==> src/hw/rtl/bresenham_line_point_generator_defines.svh <==
// Assertion macros for the Bresenham line point generator.
// Used by the top level only; expects signals named clock and reset in scope.
`ifndef BRESENHAM_LINE_POINT_GENERATOR_DEFINES_SVH
`define BRESENHAM_LINE_POINT_GENERATOR_DEFINES_SVH

// Consequent must hold in the same cycle as the antecedent.
`define BLPG_ASSERT_SAME(label, ante, cons) \
   label: assert property (@(posedge clock) disable iff (reset) (ante) |-> (cons)) \
      else $error("blpg assertion failed");

// Consequent must hold in the cycle after the antecedent.
`define BLPG_ASSERT_NEXT(label, ante, cons) \
   label: assert property (@(posedge clock) disable iff (reset) (ante) |=> (cons)) \
      else $error("blpg assertion failed");

`endif

==> src/hw/rtl/blpg_pkg.sv <==
// Shared types and constants for the Bresenham line point generator.
// No dependencies.
`default_nettype none
package blpg_pkg;

   localparam int COORD_W      = 6;
   localparam int ERR_W        = COORD_W + 2;
   localparam int GRID_DEFAULT = 64;
   localparam int QUEUE_DEPTH  = 2;

   // One classified line, ready to walk.
   typedef struct packed {
      logic                      steep;
      logic                      step_up;
      logic [COORD_W-1:0]        maj0;
      logic [COORD_W-1:0]        maj1;
      logic [COORD_W-1:0]        min0;
      logic [COORD_W-1:0]        dmaj;
      logic [COORD_W-1:0]        dmin;
      logic signed [ERR_W-1:0]   err0;
   } desc_type;

   // Queue status seen by the walker.
   typedef struct packed {
      logic empty;
      logic full;
   } queue_status_type;

   typedef enum logic [0:0] {
      ST_IDLE = 1'b0,
      ST_WALK = 1'b1
   } state_type;

endpackage
`default_nettype wire

==> src/hw/rtl/blpg_front.sv <==
// Front end: takes a line request, clamps it, classifies it into a walk descriptor.
// Depends on blpg_pkg.
`default_nettype none
module blpg_front #(
   parameter int GRID_SIZE = blpg_pkg::GRID_DEFAULT
) (
   input  wire logic                          clock,
   input  wire logic                          reset,
   input  wire logic                          start,
   output logic                               busy,
   input  wire logic [blpg_pkg::COORD_W-1:0]  req_start_x,
   input  wire logic [blpg_pkg::COORD_W-1:0]  req_start_y,
   input  wire logic [blpg_pkg::COORD_W-1:0]  req_end_x,
   input  wire logic [blpg_pkg::COORD_W-1:0]  req_end_y,
   input  wire blpg_pkg::queue_status_type    q_status,
   output logic                               q_push,
   output blpg_pkg::desc_type                 q_desc
);
   import blpg_pkg::*;

   localparam logic [COORD_W-1:0] COORD_MAX = COORD_W'(GRID_SIZE - 1);

   logic               valid_ff, valid_in;
   logic [COORD_W-1:0] ax_ff, ay_ff, bx_ff, by_ff;
   logic [COORD_W-1:0] ax_in, ay_in, bx_in, by_in;
   logic               accept;
   logic [COORD_W-1:0] spanx, spany;
   logic               steep;
   logic [COORD_W-1:0] p0, q0, p1, q1;
   logic               swap;

   function automatic logic [COORD_W-1:0] clamp(input logic [COORD_W-1:0] v);
      clamp = (v > COORD_MAX) ? COORD_MAX : v;
   endfunction

   // Stage holds while the queue is full.
   assign q_push = valid_ff && !q_status.full;
   assign busy   = valid_ff && q_status.full;
   assign accept = start && !busy;

   always_comb begin
      valid_in = valid_ff;
      ax_in    = ax_ff;
      ay_in    = ay_ff;
      bx_in    = bx_ff;
      by_in    = by_ff;
      if (q_push) begin
         valid_in = 1'b0;
      end
      if (accept) begin
         valid_in = 1'b1;
         ax_in    = clamp(req_start_x);
         ay_in    = clamp(req_start_y);
         bx_in    = clamp(req_end_x);
         by_in    = clamp(req_end_y);
      end
   end

   always_ff @(posedge clock) begin
      if (reset) begin
         valid_ff <= 1'b0;
      end else begin
         valid_ff <= valid_in;
      end
      ax_ff <= ax_in;
      ay_ff <= ay_in;
      bx_ff <= bx_in;
      by_ff <= by_in;
   end

   // Classification: pick major axis, order endpoints along it.
   always_comb begin
      spanx = (bx_ff > ax_ff) ? (bx_ff - ax_ff) : (ax_ff - bx_ff);
      spany = (by_ff > ay_ff) ? (by_ff - ay_ff) : (ay_ff - by_ff);
      steep = spany > spanx;
      p0    = steep ? ay_ff : ax_ff;
      q0    = steep ? ax_ff : ay_ff;
      p1    = steep ? by_ff : bx_ff;
      q1    = steep ? bx_ff : by_ff;
      swap  = p0 > p1;

      q_desc.steep = steep;
      q_desc.maj0  = swap ? p1 : p0;
      q_desc.maj1  = swap ? p0 : p1;
      q_desc.min0  = swap ? q1 : q0;
      q_desc.dmaj  = swap ? (p0 - p1) : (p1 - p0);
      q_desc.dmin  = (q1 > q0) ? (q1 - q0) : (q0 - q1);
      // minor moves toward the far endpoint
      q_desc.step_up = swap ? (q1 < q0) : (q0 < q1);
      q_desc.err0    = -$signed({2'b00, q_desc.dmaj >> 1});
   end

endmodule
`default_nettype wire

==> src/hw/rtl/blpg_queue.sv <==
// Short descriptor queue between front end and walker.
// Depends on blpg_pkg.
`default_nettype none
module blpg_queue #(
   parameter int DEPTH = blpg_pkg::QUEUE_DEPTH
) (
   input  wire logic                        clock,
   input  wire logic                        reset,
   input  wire logic                        push,
   input  wire blpg_pkg::desc_type          push_desc,
   input  wire logic                        pop,
   output blpg_pkg::desc_type               head_desc,
   output blpg_pkg::queue_status_type       status
);
   import blpg_pkg::*;

   localparam int PTR_W = (DEPTH > 1) ? $clog2(DEPTH) : 1;
   localparam int CNT_W = $clog2(DEPTH + 1);
   localparam logic [PTR_W-1:0] PTR_LAST = PTR_W'(DEPTH - 1);

   desc_type           entry_ff [DEPTH];
   logic [PTR_W-1:0]   wr_ptr_ff, wr_ptr_in;
   logic [PTR_W-1:0]   rd_ptr_ff, rd_ptr_in;
   logic [CNT_W-1:0]   count_ff, count_in;

   assign status.empty = (count_ff == '0);
   assign status.full  = (count_ff == CNT_W'(DEPTH));
   assign head_desc    = entry_ff[rd_ptr_ff];

   always_comb begin
      wr_ptr_in = wr_ptr_ff;
      rd_ptr_in = rd_ptr_ff;
      count_in  = count_ff;
      if (push) begin
         wr_ptr_in = (wr_ptr_ff == PTR_LAST) ? '0 : wr_ptr_ff + 1'b1;
      end
      if (pop) begin
         rd_ptr_in = (rd_ptr_ff == PTR_LAST) ? '0 : rd_ptr_ff + 1'b1;
      end
      if (push && !pop) begin
         count_in = count_ff + 1'b1;
      end else if (pop && !push) begin
         count_in = count_ff - 1'b1;
      end
   end

   always_ff @(posedge clock) begin
      if (reset) begin
         wr_ptr_ff <= '0;
         rd_ptr_ff <= '0;
         count_ff  <= '0;
      end else begin
         wr_ptr_ff <= wr_ptr_in;
         rd_ptr_ff <= rd_ptr_in;
         count_ff  <= count_in;
      end
      if (push) begin
         entry_ff[wr_ptr_ff] <= push_desc;
      end
   end

endmodule
`default_nettype wire

==> src/hw/rtl/blpg_back.sv <==
// Walker: steps the major axis one point a cycle, tracking the error term.
// Depends on blpg_pkg.
`default_nettype none
module blpg_back (
   input  wire logic                          clock,
   input  wire logic                          reset,
   input  wire blpg_pkg::queue_status_type    q_status,
   input  wire blpg_pkg::desc_type            q_desc,
   output logic                               q_pop,
   output logic                               rsp_valid,
   output logic [blpg_pkg::COORD_W-1:0]       rsp_point_x,
   output logic [blpg_pkg::COORD_W-1:0]       rsp_point_y,
   output logic                               rsp_last_point
);
   import blpg_pkg::*;

   state_type               state_ff, state_in;
   logic                    steep_ff, steep_in;
   logic                    up_ff, up_in;
   logic [COORD_W-1:0]      major_ff, major_in;
   logic [COORD_W-1:0]      minor_ff, minor_in;
   logic [COORD_W-1:0]      maj1_ff, maj1_in;
   logic [COORD_W-1:0]      dmaj_ff, dmaj_in;
   logic [COORD_W-1:0]      dmin_ff, dmin_in;
   logic signed [ERR_W-1:0] err_ff, err_in;
   logic signed [ERR_W-1:0] err_sum;
   logic                    last;

   assign last           = (major_ff == maj1_ff);
   assign rsp_valid      = (state_ff == ST_WALK);
   assign rsp_point_x    = steep_ff ? minor_ff : major_ff;
   assign rsp_point_y    = steep_ff ? major_ff : minor_ff;
   assign rsp_last_point = last;
   assign err_sum        = err_ff + $signed({2'b00, dmin_ff});

   always_comb begin
      state_in = state_ff;
      steep_in = steep_ff;
      up_in    = up_ff;
      major_in = major_ff;
      minor_in = minor_ff;
      maj1_in  = maj1_ff;
      dmaj_in  = dmaj_ff;
      dmin_in  = dmin_ff;
      err_in   = err_ff;
      q_pop    = 1'b0;

      case (state_ff)
         ST_IDLE: begin
            q_pop = !q_status.empty;
         end
         ST_WALK: begin
            if (last) begin
               // next line follows without a gap when one is queued
               q_pop = !q_status.empty;
               if (q_status.empty) begin
                  state_in = ST_IDLE;
               end
            end else begin
               major_in = major_ff + 1'b1;
               if (err_sum >= 0) begin
                  minor_in = up_ff ? (minor_ff + 1'b1) : (minor_ff - 1'b1);
                  err_in   = err_sum - $signed({2'b00, dmaj_ff});
               end else begin
                  err_in = err_sum;
               end
            end
         end
         default: begin
            state_in = ST_IDLE;
         end
      endcase

      if (q_pop) begin
         state_in = ST_WALK;
         steep_in = q_desc.steep;
         up_in    = q_desc.step_up;
         major_in = q_desc.maj0;
         minor_in = q_desc.min0;
         maj1_in  = q_desc.maj1;
         dmaj_in  = q_desc.dmaj;
         dmin_in  = q_desc.dmin;
         err_in   = q_desc.err0;
      end
   end

   always_ff @(posedge clock) begin
      if (reset) begin
         state_ff <= ST_IDLE;
      end else begin
         state_ff <= state_in;
      end
      steep_ff <= steep_in;
      up_ff    <= up_in;
      major_ff <= major_in;
      minor_ff <= minor_in;
      maj1_ff  <= maj1_in;
      dmaj_ff  <= dmaj_in;
      dmin_ff  <= dmin_in;
      err_ff   <= err_in;
   end

endmodule
`default_nettype wire

==> src/hw/rtl/bresenham_line_point_generator.sv <==
// Bresenham line point generator, top level.
// Depends on blpg_pkg, blpg_front, blpg_queue, blpg_back and the defines header.
//
// Usage:
//  - Request: drive req_start_x/y and req_end_x/y with start high. The item is
//    taken at a rising edge where start is high and busy is low. Coordinates
//    above GRID_SIZE-1 saturate to GRID_SIZE-1.
//  - Results: one point per cycle, flagged by rsp_valid for exactly one cycle.
//    rsp_last_point marks the final point of each line. There is no stall on
//    the result side; the sink must take every point as it comes.
//  - Points run from the lower major-axis coordinate upward; steep lines
//    (y span larger than x span) walk along y.
//  - A request passes the front-stage register, a queue entry and the walker's
//    state registers before its first point appears.
//  - Throughput: consecutive queued lines walk with no gap. The walker's
//    one-point-per-cycle loop sets the rate.
//  - A front stage plus a 2-entry descriptor queue buffer up to three requests
//    ahead of the walker; busy rises only when all of them are occupied.
//  - Reset (synchronous) empties the front stage and the queue and idles the
//    walker; nothing else needs clearing.
`default_nettype none
`include "bresenham_line_point_generator_defines.svh"
module bresenham_line_point_generator #(
   parameter int GRID_SIZE = blpg_pkg::GRID_DEFAULT
) (
   input  wire logic                          clock,
   input  wire logic                          reset,
   input  wire logic                          start,
   output logic                               busy,
   input  wire logic [blpg_pkg::COORD_W-1:0]  req_start_x,
   input  wire logic [blpg_pkg::COORD_W-1:0]  req_start_y,
   input  wire logic [blpg_pkg::COORD_W-1:0]  req_end_x,
   input  wire logic [blpg_pkg::COORD_W-1:0]  req_end_y,
   output logic                               rsp_valid,
   output logic [blpg_pkg::COORD_W-1:0]       rsp_point_x,
   output logic [blpg_pkg::COORD_W-1:0]       rsp_point_y,
   output logic                               rsp_last_point
);
   import blpg_pkg::*;

   localparam logic [COORD_W-1:0] COORD_MAX = COORD_W'(GRID_SIZE - 1);

   queue_status_type q_status;
   desc_type         push_desc;
   desc_type         head_desc;
   logic             q_push;
   logic             q_pop;

   // Front end: input register + classification.
   blpg_front #(
      .GRID_SIZE (GRID_SIZE)
   ) u_front (
      .clock       (clock),
      .reset       (reset),
      .start       (start),
      .busy        (busy),
      .req_start_x (req_start_x),
      .req_start_y (req_start_y),
      .req_end_x   (req_end_x),
      .req_end_y   (req_end_y),
      .q_status    (q_status),
      .q_push      (q_push),
      .q_desc      (push_desc)
   );

   // Descriptor queue decouples classification from the walk.
   blpg_queue #(
      .DEPTH (QUEUE_DEPTH)
   ) u_queue (
      .clock     (clock),
      .reset     (reset),
      .push      (q_push),
      .push_desc (push_desc),
      .pop       (q_pop),
      .head_desc (head_desc),
      .status    (q_status)
   );

   // Walker: one point per cycle.
   blpg_back u_back (
      .clock          (clock),
      .reset          (reset),
      .q_status       (q_status),
      .q_desc         (head_desc),
      .q_pop          (q_pop),
      .rsp_valid      (rsp_valid),
      .rsp_point_x    (rsp_point_x),
      .rsp_point_y    (rsp_point_y),
      .rsp_last_point (rsp_last_point)
   );

   // Points stay on the grid.
   `BLPG_ASSERT_SAME(a_on_grid, rsp_valid, (rsp_point_x <= COORD_MAX) && (rsp_point_y <= COORD_MAX))

   // A line, once started, emits a point every cycle until its last one.
   `BLPG_ASSERT_NEXT(a_no_gap, rsp_valid && !rsp_last_point, rsp_valid)

   // Within a line, successive points are grid neighbors.
   `BLPG_ASSERT_SAME(a_step_x, rsp_valid && $past(rsp_valid) && !$past(rsp_last_point), (rsp_point_x == $past(rsp_point_x)) || (rsp_point_x == COORD_W'($past(rsp_point_x) + 1'b1)) || (COORD_W'(rsp_point_x + 1'b1) == $past(rsp_point_x)))
   `BLPG_ASSERT_SAME(a_step_y, rsp_valid && $past(rsp_valid) && !$past(rsp_last_point), (rsp_point_y == $past(rsp_point_y)) || (rsp_point_y == COORD_W'($past(rsp_point_y) + 1'b1)) || (COORD_W'(rsp_point_y + 1'b1) == $past(rsp_point_y)))

   // Queue is never pushed while full.
   `BLPG_ASSERT_SAME(a_no_overflow, q_status.full, !q_push)

endmodule
`default_nettype wire
==> config.mk <==
export PLATFORM = sky130hd
export DESIGN_NAME = bresenham_line_point_generator
export DESIGN_NICKNAME = d
export VERILOG_FILES = /design/src/hw/rtl/blpg_pkg.sv /design/src/hw/rtl/blpg_front.sv /design/src/hw/rtl/blpg_queue.sv /design/src/hw/rtl/blpg_back.sv /design/src/hw/rtl/bresenham_line_point_generator.sv
export VERILOG_INCLUDE_DIRS = /design/src /design/src/hw/rtl
export SDC_FILE = /design/constraint.sdc
export NUM_CORES = 1
export LEC_CHECK = 0
export BUFFER_PORTS_ARGS = -buffer_cell sky130_fd_sc_hd__clkbuf_2
export CAP_MARGIN = 30
export CORE_MARGIN = 2
export CORE_UTILIZATION = 57
export DETAILED_ROUTE_END_ITERATION = 10
export GPL_TIMING_DRIVEN = 0
export PLACE_DENSITY_LB_ADDON = 0.05
export RECOVER_POWER = 25
export SYNTH_ARGS = -nofsm -noshare
export SYNTH_HDL_FRONTEND = slang
export SYNTH_SLANG_ARGS = --single-unit
==> constraint.sdc <==
create_clock -name clock -period 9.3 [get_ports clock]
set_input_delay 0.465 -clock clock [delete_from_list [all_inputs] [get_ports clock]]
set_output_delay 0.465 -clock clock [all_outputs]
set_load 0.05 [all_outputs]
==> results of run 1 <==
-- cell usage in the layout, fill, tap and decap left out, types with 12 or more instances in the layout --
| cell type | instances |
|---|---|
| edfxtp_1 | 142 |
| inv_1 | 71 |
| ha_1 | 65 |
| a21oi_1 | 64 |
| nor2_1 | 51 |
| mux2i_1 | 49 |
| mux2_2 | 38 |
| clkbuf_1 | 36 |
| xor2_1 | 29 |
| nand2_1 | 29 |
| a21o_1 | 25 |
| xnor2_1 | 25 |
| o21ai_0 | 21 |
| a211oi_1 | 17 |
| clkbuf_16 | 17 |
| clkbuf_2 | 16 |
| nor2b_1 | 15 |
| nand3_1 | 12 |
-- logic make-up (layout without fill, tap and decap cells) --
| logic type | after synthesis | after routing | synth area share [%] |
|---|---|---|---|
| mux | 90 | 90 | 10.5 |
| fa+ha+maj | 76 | 76 | 11.2 |
| compound gates | 168 | 168 | 12.2 |
| flops | 149 | 149 | 48.5 |
| xor+xnor | 55 | 55 | 5.39 |
| buf+inv | 116 | 168 | 4.88 |
| simple gates | 133 | 133 | 7.34 |
-- worst max-delay path: cells and delay by family (launching register included) --
family / cells / cell delay (ns)
muxes: 1 / 0.31
AOI/OAI and AO/OA: 14 / 2.80
and+or+nand+nor: 6 / 1.19
adders and majority gates: 5 / 1.36
xor gates and xnor gates: 2 / 0.37
buffers and inverters: 6 / 1.40
DFF: 1 / 0.42
-- flip-flops by register name, indices dropped and copies added, names as in the netlist, named ones only --
signal and flops:
u_back.maj1_ff 6, u_back.major_ff 6, u_queue.entry_ff 78, u_queue.rd_ptr_ff 1
u_back.err_ff 8, u_back.rsp_valid 1, u_back.steep_ff 1, u_front.valid_ff 1
u_queue.count_ff 2, u_front.ax_ff 6, u_front.ay_ff 6, u_back.dmin_ff 6
u_back.dmaj_ff 6, u_queue.wr_ptr_ff 1, u_front.by_ff 6, u_back.minor_ff 6
u_front.bx_ff 6, u_back.up_ff 1
-- through the flow --
stage	hold WS [ns]	worst slack [ns]	util [%]
after floorplan	0.472	2.44	-
after global placement	0.487	1.44	60.1
after detailed placement	0.509	1.30	60.5
after CTS	0.191	1.24	64.5
after global routing	0.195	0.662	64.3
final	0.205	1.14	64.3
-- worst max-delay path by stage --
| stage | endpoint | startpoint | cells after the start |
|---|---|---|---|
| 6_report | u_queue.entry_ff[1][4] | u_front.bx_ff[0] | 34 |
| 3_3_place_gp | u_queue.entry_ff[0][4] | u_front.bx_ff[0] | 34 |
| 2_1_floorplan | u_queue.entry_ff[0][4] | u_front.by_ff[0] | 33 |
| 5_1_grt | u_queue.entry_ff[0][4] | u_front.bx_ff[0] | 34 |
| 3_5_place_dp | u_queue.entry_ff[1][4] | u_front.bx_ff[0] | 34 |
| 4_1_cts | u_queue.entry_ff[1][4] | u_front.bx_ff[0] | 34 |
-- area by class of cell --
type	instances	area share (%)
buffer	44	1.68
clock inverter	15	2.07
sequential	149	43.6
inverter	72	2.70
clock buffer	17	4.21
multi-input combinational	522	41.9
tap	216	2.67
timing repair buffer	20	1.21
-- layer usage --
layer  GRT usage, %  vias up  wire [um]
met3           3.90       66        557
met2           43.0      164       9950
met1           28.6     2837       8430
met5              0        -          0
met4           14.4        0       1030
li1               -     2911          -
==> metrics.md, run 1 <==
| Metric | Value |
|---|---|
| IO buf count | 17 |
| Fin area | 10100 um^2 |
| FF+latch count, synth | 149 |
| Global-route wire length before repair | 30.8 mm |
| CP Max Fanout | 10 |
| Mapped cell area | 9080 um^2 |
| Initial Util | 57.8% |
| Crit path DAT | 8.32 ns |
| Average wire per standard cell | 18.9 um |
| Startpoint class of the critical path | flip-flop |
| Clk sinks | 149 |
| Filler cell count | 1241 |
| RSZ-0062 raised after global routing | no |
| Count leader, synth | edfxtp_1 |
| Placed Instances | 1023 |
| EDFF count, synth | 142 |
| Synth cell count leaders | 142 x edfxtp_1, 71 x inv_1, 65 x ha_1 |
| CTS H-tree depth | 4 |
| Routed wire length | 20.0 mm |
| Die area | 17000 um^2 |
| Hold path endpoint | u_front.by_ff[0] |
| HP Class | in2reg |
| Max_cap viols | 1 |
| I/O Pins | 42 |
| Top cell type's share of synthesized area | 46.9% |
| Clock tree buffer depth | 2 |
| Vias | 5978 |
| Failing checks | max-capacitance violations, max-slew violations |
| CTS tree | yes |
| Post-CTS Setup Inserts | 0 |
| Min Tclk post-route | 8.16 ns |
| Post-synth cell types | 60 |
| # rows | 46 |
| Crit end category | flip-flop |
| Initial antenna violation count | 0 |
| Sequential-to-total area share from yosys stat | 48.5% |
| Synth Net Count | 888 |
| TritonCTS Buffers | 17 |
| Skew final | 0.0134 ns |
| Final Hold Viols | 0 |
| 1st-pass router iterations | 5 |
| Layout cells sized above 1 | 13.0% |
| Rel. slew slack | -46.8% |
| Horiz. Die Dim | 130 um |
| Worst-skew pair later-pin latency | 0.42 ns |
| Multi-input logic area | 4240 um^2 |
| Tcrit/Tclk final | 87.7% |
| Setup Crit Path Kind | reg2reg |
| CTS resizes | 0 |
| Die Y | 130 um |
| R2r setup slk | 1.14 ns |
| Via/cell ratio | 5.67 |
| R2r startpoint | u_front.bx_ff[0] |
| Slowest CP cell | clkbuf_1 |
| Initial DRC count | 255 |
| DR DRC count | 0 |
| Crit path required time | 9.46 ns |
| Largest net degree at the start of global routing | 40 |
| Synthesis-to-finish area growth | 11.3% |
| Avg Cell Area, Syn | 11.5 um^2 |
| Setup violations, final | 0 |
| Post-route ant nets | 0 |
| Post-synthesis async set-or-reset flop share | 0% |
| Status | finished with violations |
| Min-Delay Path Depth | 1 |
| Antenna cells | 0 |
| CP dominant cell by count | a21oi_1 |
| RD Place Congestion | 0.954 |
| Register area | 4400 um^2 |
| Cell taking the most area after synthesis | edfxtp_1 |
| Global Route Usage Sum | 24.5% |
| Reg2Reg Depth | 34 |
| Hold path startpoint | req_end_y[0] |
| Clock Pin Slew Worst Setup and Hold Paths | 0.07 ns |
| Synth Flop Type | edfxtp_1 |
| CTS Root Cell | clkbuf_16 |
| Worst Tran Pin Value | 2.20 ns |
| Fmax | 123 MHz |
| Non-Filler Instances | 1055 |
| Synth Instances | 787 |
| Reg-to-Reg End | u_queue.entry_ff[1][4] |
| Max incr delay on CP | 0.44 ns |
| Vias in the first global route | 5945 |
| Nets | 927 |
| Synth area leaders | edfxtp_1 47%, ha_1 9.0%, mux2i_1 5.4% |
| Final setup TNS | 0 ns |
| Core region area | 15700 um^2 |
| Pins over their slew limit | 40 |
| Placed wire-length estimate | 15.7 mm |
| Area after DPL | 9500 um^2 |
| YS warnings | 0 |
| Global route overflow | 0 |
| Hold Buf Count CTS | 0 |
Power of run 1 is not shown: default switching activity piles up to over one toggle a cycle in this logic, so the estimate is an artifact.
==> run 2: changes to the inputs <==
==> constraint.sdc (replaced) <==
create_clock -name clock -period 9.3 [get_ports clock]
set_input_delay 0.93 -clock clock [delete_from_list [all_inputs] [get_ports clock]]
set_output_delay 0.93 -clock clock [all_outputs]
set_load 0.05 [all_outputs]
==> metrics.md, run 2 (synthesis results as in run 1) <==
| Metric | Value |
|---|---|
| Synthesis-to-finish area growth | 11.3% (about the same) |
| Commonest non-fill, non-tap cell in the layout | edfxtp_1 (unchanged) |
| Routed wire length | 20.0 mm (unchanged) |
| Global Route Usage Sum | 24.5% (unchanged) |
| Largest register FFs | 78 (unchanged) |
| CTS Root Cell | clkbuf_16 (unchanged) |
| Reg2Reg Depth | 34 (unchanged) |
| Slowest CP cell | clkbuf_1 (unchanged) |
| Failing checks | max-capacitance violations, max-slew violations (unchanged) |
| Worst Tran Pin Value | 2.20 ns (unchanged) |
| Antenna cells | 0 (unchanged) |
| Layout cells sized above 1 | 13.1% (was 13.0%) |
| Horiz. Die Dim | 130 um (unchanged) |
| Largest net degree at the start of global routing | 40 (unchanged) |
| 1st-pass router iterations | 5 (unchanged) |
| Crit path DAT | 8.32 ns (about the same) |
| Skew final | 0.0134 ns (unchanged) |
| Min-Delay Path Depth | 2 (was 1) |
| CTS tree | yes (unchanged) |
| Global route overflow | 0 (unchanged) |
| Post-CTS Setup Inserts | 0 (unchanged) |
| Tcrit/Tclk final | 87.7% (unchanged) |
| Clock tree buffer depth | 2 (unchanged) |
| Status | finished with violations (unchanged) |
| Filler cell count | 1241 (unchanged) |
| Crit path required time | 9.46 ns (about the same) |
| Setup Crit Path Kind | reg2reg (unchanged) |
| Reg-to-Reg End | u_queue.entry_ff[1][4] (unchanged) |
| Global-route wire length before repair | 30.8 mm (unchanged) |
| Nets | 927 (unchanged) |
| CTS resizes | 0 (unchanged) |
| Startpoint class of the critical path | flip-flop (unchanged) |
| CP dominant cell by count | a21oi_1 (unchanged) |
| Final setup TNS | 0 ns (unchanged) |
| RD Place Congestion | 0.954 (unchanged) |
| Initial DRC count | 255 (unchanged) |
| Clk sinks | 149 (unchanged) |
| Core region area | 15700 um^2 (unchanged) |
| Die Y | 130 um (unchanged) |
| # rows | 46 (unchanged) |
| Crit end category | flip-flop (unchanged) |
| Vias in the first global route | 5945 (unchanged) |
| R2r startpoint | u_front.bx_ff[0] (unchanged) |
| Post-route ant nets | 0 (unchanged) |
| Max_cap viols | 1 (unchanged) |
| Top Registers | u_queue.entry_ff: 78 flops, u_back.err_ff: 8 flops (unchanged) |
| Final Hold Viols | 0 (unchanged) |
| Worst-skew pair later-pin latency | 0.42 ns (about the same) |
| Clock Pin Slew Worst Setup and Hold Paths | 0.06 ns (was 0.07 ns) |
| CP Max Fanout | 10 (unchanged) |
| HP Class | reg2reg (was in2reg) |
| Top reg by flops | u_queue.entry_ff (unchanged) |
| Setup violations, final | 0 (unchanged) |
| Fmax | 123 MHz (unchanged) |
| Max incr delay on CP | 0.44 ns (about the same) |
| Hold path startpoint | u_queue.rd_ptr_ff (was req_end_y[0]) |
| Min Tclk post-route | 8.16 ns (unchanged) |
| I/O Pins | 42 (unchanged) |
| Die area | 17000 um^2 (unchanged) |
| TritonCTS Buffers | 17 (unchanged) |
| Rel. slew slack | -46.8% (unchanged) |
| RSZ-0062 raised after global routing | no (unchanged) |
| DR DRC count | 0 (unchanged) |
| Via/cell ratio | 5.67 (unchanged) |
| Initial Util | 57.8% (unchanged) |
| R2r setup slk | 1.14 ns (about the same) |
| Average wire per standard cell | 18.9 um (unchanged) |
| Most frequent cells in the layout | 142 x edfxtp_1, 71 x inv_1, 65 x ha_1 (unchanged) |
| Vias | 5978 (unchanged) |
| CP bufs+invs | 6 (unchanged) |
| IO buf count | 17 (unchanged) |
| CTS H-tree depth | 4 (unchanged) |
| Hold Buf Count CTS | 0 (unchanged) |
| Cell family with most CP delay | compound AO/OA/AOI/OAI gates (unchanged) |
| Placed wire-length estimate | 15.7 mm (unchanged) |
| Initial antenna violation count | 0 (unchanged) |
| Pins over their slew limit | 40 (unchanged) |
==> run 2: cell count changes in the layout (fill, tap and decap cells not counted) <==
cell and change:
clkbuf_1 -1, clkbuf_2 +1
==> run 2: per-stage QoR <==
stage	cell area [um^2]	cells	worst slack, ns	hold slack, ns	util (%)
2_1_floorplan	9080	787	2.44	0.472	-
3_3_place_gp	9440	1020	1.44	0.487	60.1
3_5_place_dp	9500	1023	1.30	0.509	60.5
4_1_cts	10100	1055	1.24	0.529	64.5
5_1_grt	10100	1055	0.662	0.553	64.4
6_report	10100	1055	1.14	0.525	64.4
==> run 2: worst max-delay path by stage <==
stage,slack [ns],to,cells after the start,from
floorplan,2.44,u_queue.entry_ff[0][4],33,u_front.by_ff[0]
global placement,1.44,u_queue.entry_ff[0][4],34,u_front.bx_ff[0]
detailed placement,1.30,u_queue.entry_ff[1][4],34,u_front.bx_ff[0]
CTS,1.24,u_queue.entry_ff[1][4],34,u_front.bx_ff[0]
global route,0.66,u_queue.entry_ff[0][4],34,u_front.bx_ff[0]
finish,1.14,u_queue.entry_ff[1][4],34,u_front.bx_ff[0]
==> run 2: worst register-to-register path: cells and delay by family, from the launching register on <==
| kind | cells | cell delay [ns] |
|---|---|---|
| adder cells (fa/ha/maj) | 5 | 1.36 |
| multiplexers | 1 | 0.31 |
| flip-flops | 1 | 0.42 |
| AND/OR/NAND/NOR | 6 | 1.19 |
| XOR/XNOR | 2 | 0.37 |
| AO/OA/AOI/OAI | 14 | 2.80 |
| buffers and inverters | 6 | 1.41 |
==> run 2: metal layers <==
| layer | wire length (um) | track usage (%) |
|---|---|---|
| met5 | 0 | 0 |
| met4 | 1030 | 14.4 |
| met1 | 8430 | 28.6 |
| met3 | 557 | 3.90 |
| met2 | 9950 | 43.0 |
==> run 2: cell type report <==
class                      instances  area (um^2)  area share [%]
multi-input combinational        522         4240            41.9
tap                              216          270            2.67
clock buffer                      17          425            4.21
inverter                          72          273            2.70
timing repair buffer              20          124            1.22
clock inverter                    15          209            2.07
sequential                       149         4400            43.6
buffer                            44          170            1.68
Power of run 2 is left out for the same reason.
==> run 3: changes to the inputs <==
BUFFER_PORTS_ARGS = -buffer_cell sky130_fd_sc_hd__buf_2   (was -buffer_cell sky130_fd_sc_hd__clkbuf_2)
==> metrics.md, run 3 (synthesis results as in run 1) <==
| Metric | Value |
|---|---|
| CTS H-tree depth | 4 (unchanged) |
| Worst Tran Pin Value | 1.87 ns (was 2.20 ns) |
| Status | finished with violations (unchanged) |
| CTS Root Cell | clkbuf_16 (unchanged) |
| Tcrit/Tclk final | 87.1% (was 87.7%) |
| Horiz. Die Dim | 130 um (unchanged) |
| Synthesis-to-finish area growth | 10.3% (was 11.3%) |
| Initial DRC count | 330 (was 255) |
| Multi-input logic area | 4240 um^2 (unchanged) |
| Vias in the first global route | 6182 (was 5945) |
| IO buf count | 17 (unchanged) |
| Initial Util | 57.8% (unchanged) |
| Worst-skew pair later-pin latency | 0.42 ns (about the same) |
| Startpoint class of the critical path | flip-flop (unchanged) |
| CTS tree | yes (unchanged) |
| Crit path DAT | 8.26 ns (was 8.32 ns) |
| CP Max Fanout | 10 (unchanged) |
| Placed wire-length estimate | 15.9 mm (was 15.7 mm) |
| # rows | 46 (unchanged) |
| Clock Pin Slew Worst Setup and Hold Paths | 0.06 ns (about the same) |
| Initial antenna violation count | 0 (unchanged) |
| Global-route wire length before repair | 32.1 mm (was 30.8 mm) |
| Final setup TNS | 0 ns (unchanged) |
| CTS resizes | 0 (unchanged) |
| I/O Pins | 42 (unchanged) |
| Top reg by flops | u_queue.entry_ff (unchanged) |
| Crit path required time | 9.45 ns (was 9.46 ns) |
| HP Class | reg2reg (unchanged) |
| Slowest CP cell | clkbuf_1 (unchanged) |
| Core region area | 15700 um^2 (unchanged) |
| Vias | 6046 (was 5978) |
| CP dominant cell by count | a21oi_1 (unchanged) |
| Global route overflow | 0 (unchanged) |
| Nets | 926 (was 927) |
| Max_cap viols | 1 (unchanged) |
| Max incr delay on CP | 0.44 ns (about the same) |
| Average wire per standard cell | 19.4 um (was 18.9 um) |
| Most frequent cells in the layout | 142 x edfxtp_1, 71 x inv_1, 65 x ha_1 (unchanged) |
| Post-CTS Setup Inserts | 0 (unchanged) |
| Layout cells sized above 1 | 12.8% (was 13.1%) |
| Largest register FFs | 78 (unchanged) |
| Register area | 4400 um^2 (unchanged) |
| Die area | 17000 um^2 (unchanged) |
| Commonest non-fill, non-tap cell in the layout | edfxtp_1 (unchanged) |
| Routed wire length | 20.5 mm (was 20.0 mm) |
| Setup violations, final | 0 (unchanged) |
| Crit end category | flip-flop (unchanged) |
| Via/cell ratio | 5.74 (was 5.67) |
| Filler cell count | 1287 (was 1241) |
| Min Tclk post-route | 8.10 ns (was 8.16 ns) |
| Fmax | 123 MHz (about the same) |
| RSZ-0062 raised after global routing | no (unchanged) |
| Clock tree buffer depth | 2 (unchanged) |
| Antenna cells | 0 (unchanged) |
| Hold Buf Count CTS | 0 (unchanged) |
| Final Hold Viols | 0 (unchanged) |
| Post-route ant nets | 0 (unchanged) |
| TritonCTS Buffers | 17 (unchanged) |
| Die Y | 130 um (unchanged) |
| Setup Crit Path Kind | reg2reg (unchanged) |
| Failing checks | max-capacitance violations, max-slew violations (unchanged) |
| Skew final | 0.0102 ns (was 0.0134 ns) |
| Clk sinks | 149 (unchanged) |
| Top Registers | u_queue.entry_ff: 78 flops, u_back.err_ff: 8 flops (unchanged) |
| RD Place Congestion | 0.932 (was 0.954) |
| Largest net degree at the start of global routing | 40 (unchanged) |
| Pins over their slew limit | 35 (was 40) |
| Rel. slew slack | -24.6% (was -46.8%) |
| 1st-pass router iterations | 5 (unchanged) |
| DR DRC count | 0 (unchanged) |
| Global Route Usage Sum | 25.5% (was 24.5%) |
-- run 3: metal layers --
layer / vias to the layer above / global-route usage (%) / share of wire (%)
li1: 2891 / - / -
met1: 2911 / 29.6 / 41
met2: 182 / 43.8 / 49
met3: 62 / 4.18 / 3.7
met4: 0 / 16.8 / 5.9
met5: - / 0 / 0
-- run 3: layout make-up --
class | count | share of cell area (%)
tap | 216 | 2.70
multi-input combinational | 522 | 42.3
inverter | 72 | 2.72
clock inverter | 15 | 1.44
sequential | 149 | 44.0
timing repair buffer | 19 | 0.924
buffer | 44 | 1.70
clock buffer | 17 | 4.25
-- run 3: critical path, delay by kind of cell (launching register included) --
kind	cells	cell delay [ns]
AOI/OAI and AO/OA	14	2.77
xor gates and xnor gates	2	0.32
adders and majority gates	5	1.36
buffers and inverters	6	1.42
DFF	1	0.43
muxes	1	0.31
and+or+nand+nor	6	1.21
-- run 3: path summary, 6_finish.rpt --
check / slack (ns) / cells after the start / from / to
setup / recovery: 1.20 / 34 / u_front.bx_ff[0] / u_queue.entry_ff[1][4]
hold / removal: 0.52 / 2 / u_queue.rd_ptr_ff / flip-flop
setup reg to reg: 1.20 / 34 / u_front.bx_ff[0] / u_queue.entry_ff[1][4]
hold reg to reg: 0.52 / 2 / u_queue.rd_ptr_ff / flip-flop
-- run 3: per-stage QoR --
step / cells / util, % / cell area, um^2 / worst slack, ns / hold WS [ns]
after floorplan: 787 / - / 9080 / 2.44 / 0.472
after global placement: 1020 / 60.1 / 9440 / 1.42 / 0.488
after detailed placement: 1022 / 60.4 / 9480 / 1.28 / 0.501
after CTS: 1054 / 64.0 / 10100 / 1.27 / 0.517
after global routing: 1054 / 63.7 / 10000 / 0.713 / 0.555
final: 1054 / 63.7 / 10000 / 1.20 / 0.516
Power of run 3 is left out for the same reason.
